`src/sv/mcc_pkg.sv`:
```
`timescale 1ns / 1ps
// ----------------------------------------------------------------------------
// mcc_pkg: shared types for the mouse click classifier
// Word layouts, event codes, configuration register map and the cell scaler.
// ----------------------------------------------------------------------------
package mcc_pkg;

    localparam int RAW_W   = 12;
    localparam int CELL_W  = 9;
    localparam int TICK_W  = 32;
    localparam int BTN_W   = 3;
    localparam int SHIFT_W = 3;
    localparam int DCLK_W  = 8;
    localparam int CFG_W   = 8;

    localparam logic [CELL_W-1:0] CELL_MAX = '1;
    localparam logic [2:0]        RUN_MAX  = 3'd4;

    localparam logic              RST_ENABLE = 1'b1;
    localparam logic [SHIFT_W-1:0] RST_SHIFT = 3'd3;
    localparam logic [DCLK_W-1:0] RST_DCLICK = 8'd5;

    typedef enum logic [0:0] {
        OP_SAMPLE = 1'b0,
        OP_TAKE   = 1'b1
    } op_t;

    typedef enum logic [2:0] {
        EV_NONE    = 3'd0,
        EV_LEFT    = 3'd1,
        EV_RIGHT   = 3'd2,
        EV_MIDDLE  = 3'd3,
        EV_DRAG    = 3'd4,
        EV_RELEASE = 3'd5
    } ev_t;

    typedef enum logic [1:0] {
        CFG_ENABLE = 2'd0,
        CFG_XSHIFT = 2'd1,
        CFG_YSHIFT = 2'd2,
        CFG_DCLICK = 2'd3
    } cfg_idx_t;

    typedef struct packed {
        logic               operation;
        logic [BTN_W-1:0]   buttons;
        logic [RAW_W-1:0]   raw_x;
        logic [RAW_W-1:0]   raw_y;
        logic [TICK_W-1:0]  now_ticks;
    } in_word_t;

    typedef struct packed {
        logic               has_event;
        logic               left_button;
        logic               right_button;
        logic               middle_button;
        logic               multi_click;
        logic               dragging;
        logic               released;
        logic [CELL_W-1:0]  cell_x;
        logic [CELL_W-1:0]  cell_y;
    } out_word_t;

    typedef struct packed {
        logic               mouse_enable;
        logic [SHIFT_W-1:0] x_scale_shift;
        logic [SHIFT_W-1:0] y_scale_shift;
        logic [DCLK_W-1:0]  double_click_ticks;
    } cfg_t;

    // raw position to cell, saturating at the top of the grid
    function automatic logic [CELL_W-1:0] to_cell(logic [RAW_W-1:0] raw,
                                                  logic [SHIFT_W-1:0] sh);
        logic [RAW_W-1:0] v;
        v = raw >> sh;
        return (|v[RAW_W-1:CELL_W]) ? CELL_MAX : v[CELL_W-1:0];
    endfunction

endpackage

```
`src/sv/mcc_core.sv`:
```
`timescale 1ns / 1ps
// ----------------------------------------------------------------------------
// mcc_core: classifier state and event logic
// Holds the pending event and click history; updates them one word per step
// and forms the result word of a take.
// ----------------------------------------------------------------------------
module mcc_core (
    input  logic              clk,
    input  logic              rst_n,
    input  logic              step,
    input  mcc_pkg::in_word_t item,
    input  mcc_pkg::cfg_t     cfg,
    output mcc_pkg::out_word_t result
);
    import mcc_pkg::*;

    ev_t                pend_reg,       pend_next;
    logic               multi_reg,      multi_next;
    logic [BTN_W-1:0]   prev_btn_reg,   prev_btn_next;
    logic [2:0]         count_reg,      count_next;
    logic [1:0]         click_btn_reg,  click_btn_next;
    logic [CELL_W-1:0]  click_col_reg,  click_col_next;
    logic [CELL_W-1:0]  click_row_reg,  click_row_next;
    logic [TICK_W-1:0]  click_time_reg, click_time_next;
    logic [CELL_W-1:0]  cur_col_reg,    cur_col_next;
    logic [CELL_W-1:0]  cur_row_reg,    cur_row_next;

    logic [CELL_W-1:0]  col;
    logic [CELL_W-1:0]  row;
    logic [TICK_W-1:0]  dt;
    logic               was_up;
    logic               is_up;
    logic               repeat_hit;
    ev_t                code;
    logic               do_sample;
    logic               do_take;

    assign col    = to_cell(item.raw_x, cfg.x_scale_shift);
    assign row    = to_cell(item.raw_y, cfg.y_scale_shift);
    assign dt     = item.now_ticks - click_time_reg;   // wraps
    assign was_up = (prev_btn_reg == '0);
    assign is_up  = (item.buttons == '0);

    always_comb
    begin
        priority if (item.buttons[0])
            code = EV_LEFT;
        else if (item.buttons[1])
            code = EV_RIGHT;
        else
            code = EV_MIDDLE;
    end

    assign repeat_hit = (click_btn_reg != 2'd0) && (code[1:0] == click_btn_reg) &&
                        (col == click_col_reg) && (row == click_row_reg) &&
                        (count_reg != RUN_MAX) &&
                        (dt < {{(TICK_W-DCLK_W){1'b0}}, cfg.double_click_ticks});

    assign do_sample = step && (item.operation == OP_SAMPLE) &&
                       cfg.mouse_enable && (pend_reg == EV_NONE);
    assign do_take   = step && (item.operation == OP_TAKE) &&
                       cfg.mouse_enable && (pend_reg != EV_NONE);

    always_comb
    begin
        pend_next       = pend_reg;
        multi_next      = multi_reg;
        prev_btn_next   = prev_btn_reg;
        count_next      = count_reg;
        click_btn_next  = click_btn_reg;
        click_col_next  = click_col_reg;
        click_row_next  = click_row_reg;
        click_time_next = click_time_reg;
        cur_col_next    = cur_col_reg;
        cur_row_next    = cur_row_reg;

        if (do_sample)
        begin
            if (was_up != is_up)
            begin
                if (!was_up)
                begin
                    pend_next  = EV_RELEASE;
                    multi_next = 1'b0;
                end
                else
                begin
                    count_next      = repeat_hit ? count_reg + 3'd1 : 3'd1;
                    click_time_next = item.now_ticks;
                    click_btn_next  = code[1:0];
                    click_col_next  = col;
                    click_row_next  = row;
                    pend_next       = code;
                    multi_next      = repeat_hit;
                end
            end
            else if (!was_up && (col != cur_col_reg || row != cur_row_reg))
            begin
                pend_next  = EV_DRAG;
                multi_next = 1'b0;
            end
            prev_btn_next = item.buttons;
            cur_col_next  = col;
            cur_row_next  = row;
        end
        else if (do_take)
        begin
            pend_next  = EV_NONE;
            multi_next = 1'b0;
        end
    end

    always_comb
    begin
        result = '0;
        if (cfg.mouse_enable && pend_reg != EV_NONE)
        begin
            result.has_event     = 1'b1;
            result.left_button   = (pend_reg == EV_LEFT);
            result.right_button  = (pend_reg == EV_RIGHT);
            result.middle_button = (pend_reg == EV_MIDDLE);
            result.multi_click   = multi_reg;
            result.dragging      = (pend_reg == EV_DRAG);
            result.released      = (pend_reg == EV_RELEASE);
            result.cell_x        = (pend_reg == EV_DRAG) ? cur_col_reg : click_col_reg;
            result.cell_y        = (pend_reg == EV_DRAG) ? cur_row_reg : click_row_reg;
        end
    end

    always_ff @(posedge clk or negedge rst_n)
    begin
        if (!rst_n)
        begin
            pend_reg       <= EV_NONE;
            multi_reg      <= 1'b0;
            prev_btn_reg   <= '0;
            count_reg      <= '0;
            click_btn_reg  <= '0;
            click_col_reg  <= '0;
            click_row_reg  <= '0;
            click_time_reg <= '0;
            cur_col_reg    <= '0;
            cur_row_reg    <= '0;
        end
        else
        begin
            pend_reg       <= pend_next;
            multi_reg      <= multi_next;
            prev_btn_reg   <= prev_btn_next;
            count_reg      <= count_next;
            click_btn_reg  <= click_btn_next;
            click_col_reg  <= click_col_next;
            click_row_reg  <= click_row_next;
            click_time_reg <= click_time_next;
            cur_col_reg    <= cur_col_next;
            cur_row_reg    <= cur_row_next;
        end
    end

`ifndef ASSERT_OFF
    // a press never lands without a button being recorded for it
    a_press_has_btn: assert property (@(posedge clk) disable iff (!rst_n)
        (pend_reg == EV_LEFT || pend_reg == EV_RIGHT || pend_reg == EV_MIDDLE)
        |-> (click_btn_reg == pend_reg[1:0]))
        else $error("pending press disagrees with click button");

    // multi flag only ever rides on a press
    a_multi_press: assert property (@(posedge clk) disable iff (!rst_n)
        multi_reg |-> (pend_reg == EV_LEFT || pend_reg == EV_RIGHT ||
                       pend_reg == EV_MIDDLE))
        else $error("multi flag without a pending press");

    // run length stays within one to four once a press has been seen
    a_run_len: assert property (@(posedge clk) disable iff (!rst_n)
        (click_btn_reg != 2'd0) |-> (count_reg != 3'd0 && count_reg <= RUN_MAX))
        else $error("click run count out of range");
`endif

endmodule

```
`src/sv/mouse_click_classifier.sv`:
```
`timescale 1ns / 1ps
// ----------------------------------------------------------------------------
// mouse_click_classifier: raw mouse samples to press, release and drag events
// Input register, classifier core, result register and configuration bank.
// ----------------------------------------------------------------------------
// One word is accepted per clock while in_stall is low. A word sits in the input register
// where the core classifies it; a take then loads the result register, from which
// its result word is offered until it is taken. Samples give no result.
// in_stall rises only when a take in the input register cannot move into a
// result register that is still full and stalled. Configuration writes take
// effect on the next clock and should only be made while the block is idle.
module mouse_click_classifier (
    input  logic                       clk,
    input  logic                       rst_n,
    input  logic                       in_valid,
    output logic                       in_stall,
    input  mcc_pkg::in_word_t          in_data,
    output logic                       out_valid,
    input  logic                       out_stall,
    output mcc_pkg::out_word_t         out_data,
    input  logic                       cfg_we,
    input  logic [1:0]                 cfg_index,
    input  logic [mcc_pkg::CFG_W-1:0]  cfg_wdata
);
    import mcc_pkg::*;

    in_word_t  item_reg;
    logic      item_valid_reg;
    out_word_t res_reg;
    logic      res_valid_reg;
    cfg_t      cfg_reg;
    out_word_t result;
    logic      item_is_take;
    logic      res_free;
    logic      advance;

    assign item_is_take = (item_reg.operation == OP_TAKE);
    assign res_free     = !res_valid_reg || !out_stall;
    assign advance      = item_valid_reg && (!item_is_take || res_free);
    assign in_stall     = item_valid_reg && !advance;
    assign out_valid    = res_valid_reg;
    assign out_data     = res_reg;

    mcc_core u_core (
        .clk    (clk),
        .rst_n  (rst_n),
        .step   (advance),
        .item   (item_reg),
        .cfg    (cfg_reg),
        .result (result)
    );

    always_ff @(posedge clk or negedge rst_n)
    begin
        if (!rst_n)
            item_valid_reg <= 1'b0;
        else if (!in_stall)
            item_valid_reg <= in_valid;
    end

    always_ff @(posedge clk)
    begin
        if (in_valid && !in_stall)
            item_reg <= in_data;
    end

    always_ff @(posedge clk or negedge rst_n)
    begin
        if (!rst_n)
            res_valid_reg <= 1'b0;
        else if (advance && item_is_take)
            res_valid_reg <= 1'b1;
        else if (!out_stall)
            res_valid_reg <= 1'b0;
    end

    always_ff @(posedge clk)
    begin
        if (advance && item_is_take)
            res_reg <= result;
    end

    always_ff @(posedge clk or negedge rst_n)
    begin
        if (!rst_n)
        begin
            cfg_reg.mouse_enable       <= RST_ENABLE;
            cfg_reg.x_scale_shift      <= RST_SHIFT;
            cfg_reg.y_scale_shift      <= RST_SHIFT;
            cfg_reg.double_click_ticks <= RST_DCLICK;
        end
        else if (cfg_we)
        begin
            unique case (cfg_idx_t'(cfg_index))
                CFG_ENABLE: cfg_reg.mouse_enable       <= cfg_wdata[0];
                CFG_XSHIFT: cfg_reg.x_scale_shift      <= cfg_wdata[SHIFT_W-1:0];
                CFG_YSHIFT: cfg_reg.y_scale_shift      <= cfg_wdata[SHIFT_W-1:0];
                CFG_DCLICK: cfg_reg.double_click_ticks <= cfg_wdata[DCLK_W-1:0];
            endcase
        end
    end

`ifndef ASSERT_OFF
    // a take leaving the input register must show up in the result register
    a_take_lands: assert property (@(posedge clk) disable iff (!rst_n)
        (advance && item_is_take) |=> res_valid_reg)
        else $error("take word lost on the way to the result register");

    // only a take can hold up the input side
    a_stall_cause: assert property (@(posedge clk) disable iff (!rst_n)
        in_stall |-> (item_valid_reg && item_is_take && res_valid_reg && out_stall))
        else $error("input stalled without a blocked take");

    // an event word names exactly one kind of event
    a_one_kind: assert property (@(posedge clk) disable iff (!rst_n)
        (res_valid_reg && res_reg.has_event) |->
        $onehot({res_reg.left_button, res_reg.right_button, res_reg.middle_button,
                 res_reg.dragging, res_reg.released}))
        else $error("event word with no or several kinds");

    // an empty take is all zero
    a_empty_zero: assert property (@(posedge clk) disable iff (!rst_n)
        (res_valid_reg && !res_reg.has_event) |-> (res_reg == '0))
        else $error("empty take carries stray fields");
`endif

endmodule

```
`config.mk`:
```
export PLATFORM = sky130hd
export DESIGN_NAME = mouse_click_classifier
export DESIGN_NICKNAME = d
export VERILOG_FILES = /design/src/sv/mcc_pkg.sv /design/src/sv/mcc_core.sv /design/src/sv/mouse_click_classifier.sv
export SDC_FILE = /design/constraint.sdc
export NUM_CORES = 1
export LEC_CHECK = 0
export ABC_AREA = 1
export BUFFER_PORTS_ARGS = -buffer_cell sky130_fd_sc_hd__clkbuf_2
export CAP_MARGIN = 20
export CORE_MARGIN = 2
export CORE_UTILIZATION = 52
export CTS_CLUSTER_SIZE = 12
export DETAILED_ROUTE_END_ITERATION = 10
export PLACE_DENSITY = 0.75
export SYNTH_ARGS = -nofsm -noshare
export SYNTH_HDL_FRONTEND = slang
export SYNTH_SLANG_ARGS = --single-unit
```
`constraint.sdc`:
```
create_clock -name clk -period 5.22 [get_ports clk]
set_input_delay 1.044 -clock clk [delete_from_list [all_inputs] [get_ports clk]]
set_output_delay 1.044 -clock clk [all_outputs]
set_load 0.02 [all_outputs]
```
==> out/results.ini <==
[place]
gp_congestion = 0.940
dpl-instance-area_mm2 = 0.0120
hpwl_um = 21000
port_buffers = 101

[grt]
overflow = 0
antenna_found_initial = 0
track_usage_pct = 25.3
grt_max_degree = 61
grt_pass1_wl_um = 45500
grt_pass1_vias = 9644

[job]
maxCapViolations = 0

[outcome]
status = finished, final reports clean

[setup_path]
reg2regPathDepth = 18
end_kind = flip-flop
start_kind = flip-flop
r2r_slack_ns = 2.25
cp_max_fo = 6
cp.required_ns = 5.58
critPathMostFrequentCell = nand2_1
crit_buf_inv = 1
critPathTopFamily = simple AND/OR/NAND/NOR gates
crit_slowest_cell = ha_1
worstPathArrival_ns = 3.33
timing.rr.end = u_core.count_reg[2]$_DFFE_PN0P_
worstSetupPathType = flip-flop to flip-flop
max_stage_delay_ns = 0.43
crit_chain = ha_1, nand2_1, nand2_1, inv_1, nand2_1, nand2_1, nand2_1, xor2_1, ha_1, a211oi_1, nand4_1, nor2_1, nand2_1, nor2_1, nand3_1, nor2_1, nand3_1, a21oi_1
r2r-start = item_reg[2]$_DFFE_PP_

[sta]
setup_tns_ns = 0
fmax_mhz = 337
skew_ns = 0.0104
finalHoldViolCount = 0
setup_viol_count_final = 0
slew_violations = 0
slew_headroom_pct = 29.8
rsz0062_at_grt = no
worst_slew_pin_slew_ns = 1.05
whs_ns = 0.479
period_share_pct = 56.9
layout_min_cycle_time_ns = 2.97

[floorplanning]
start_util_pct = 53.3
num_rows = 53
io_pins = 102
die_area_mm2 = 0.0229
fp.dieW_um = 151
die_height_um = 151
core_mm2 = 0.0212

[yosys]
synth_seq_area_share_pct = 44.2
syn-num-nets = 1660
ys_ff_latch = 182
synth_cells = 1543
syn_area_per_cell_um2 = 7.31
ys_async_sr_fraction_pct = 53.3
ys.flop_type = dfrtp_1
synth_cell_type_count = 41
syn_area_mm2 = 0.0113
synth_edf_count = 85
yosysWarningCount = 0

[clock_tree]
cts_max_level = 4
cts_sinks = 182
insertion_delay_ns = 0.44
path_clk_slew_ns = 0.07
post-cts-setup-buffer-count = 0
cts_tree = built
cts_resized = 0
cts_root_buffer = clkbuf_16
clk_path_buf_depth = 2
hold_buffers = 0
numCtsBuffers = 17

[layout]
final_layout_size_suffix_gt1_share_pct = 11.0
layout.cells.most_common = nand2_1
mostFrequentLayoutCells = nand2_1, inv_1, nand3_1
finalInstanceArea_mm2 = 0.0127
diodes = 0
final_nets = 1752
largest_reg_flops = 59
area_growth_pct = 12.4

[power]
power.density_mw_per_mm2 = 519
p_leak_nw = 6.42
vdd_ir_drop_max_mv = 0.220

[hold_path]
min_from = u_core.prev_btn_reg[2]$_DFFE_PN0P_
hold_path_class = flip-flop to flip-flop
holdPathStages = 2
min_to = u_core.prev_btn_reg[2]$_DFFE_PN0P_

[drt]
wl_per_cell_um = 14.2
wl_um = 27200
vias = 9930
drc = 0
drt-vias-per-instance = 5.16
antenna_left = 0
first_iter_violations = 626
first_pass_iters = 5

==> where the power goes <==
part | internal [W] | switching [W]
sequential | 0.00187 | 0.000217
clock | 0.000795 | 0.000598
combinational | 0.00105 | 0.00204
total | 0.00372 | 0.00286
==> logic make-up (layout without fill, tap and decap cells) <==
logic type               count (synthesis)  after routing  synth area share [%]
XOR/XNOR                                30             30                  2.33
AO/OA/AOI/OAI                          180            180                  8.22
adder cells (fa/ha/maj)                 42             42                  4.73
buffers and inverters                  270            375                  9.39
flip-flops                             182            182                  44.2
AND/OR/NAND/NOR                        839            839                  31.1
==> synth_stat cells (all sizes together), types with 7 or more instances <==
cell type	instances	area, um^2
edfxtp	85	2550
ha	41	513
nand3	139	711
nand2	543	2090
nand4	15	93.8
inv	232	876
a21oi	60	304
dfrtp	90	2250
nor3	12	65.1
dfstp	7	184
clkbuf	20	75.1
buf	16	100
xor2	18	158
nor2	120	477
xnor2	12	105
o21ai	115	587
==> area by class of cell <==
cell class / count / area, um^2
Timing Repair Buffer: 109 / 588
Inverter: 234 / 883
Fill cell: 1933 / 8480
Multi-Input combinational cell: 1091 / 5250
Clock buffer: 21 / 460
Sequential cell: 182 / 4990
Clock inverter: 11 / 165
Tap cell: 275 / 344
==> through the flow <==
step | util, % | total power, W | cells | setup WS, ns
3_3_place_gp | 56.8 | 0.00509 | 1889 | 2.28
2_1_floorplan | - | 0.00438 | 1543 | 0.963
6_report | 59.9 | 0.00657 | 1923 | 2.25
5_1_grt | 59.9 | 0.00716 | 1923 | 1.89
3_5_place_dp | 56.8 | 0.00515 | 1889 | 2.18
4_1_cts | 59.8 | 0.00656 | 1921 | 2.27
==> routing by layer <==
| metal | wire (um) | GRT usage (%) | up-vias |
|---|---|---|---|
| li1 | - | - | 5094 |
| met1 | 12200 | 32.4 | 4560 |
| met2 | 13300 | 44.5 | 237 |
| met3 | 1110 | 3.70 | 39 |
| met4 | 666 | 7.52 | 0 |
| met5 | 0 | 0 | - |
==> worst max path at each step <==
stage                                      end                  start  slack [ns]  cells past startpoint
6_report       u_core.count_reg[2]$_DFFE_PN0P_  item_reg[2]$_DFFE_PP_        2.25                     18
2_1_floorplan           item_is_take$_DFFE_PP_              out_stall        0.96                      3
3_5_place_dp             item_reg[0]$_DFFE_PP_              out_stall        2.18                      5
4_1_cts        u_core.count_reg[2]$_DFFE_PN0P_  item_reg[2]$_DFFE_PP_        2.27                     18
3_3_place_gp             item_reg[0]$_DFFE_PP_              out_stall        2.28                      5
5_1_grt        u_core.count_reg[2]$_DFFE_PN0P_  item_reg[2]$_DFFE_PP_        1.89                     18
==> tightest hold or removal path: cells and delay by family (launching register included) <==
kind	cells	cell delay (ns)
flip-flops	1	0.35
AND/OR/NAND/NOR	2	0.10
Power figures use the tool's default switching activity.
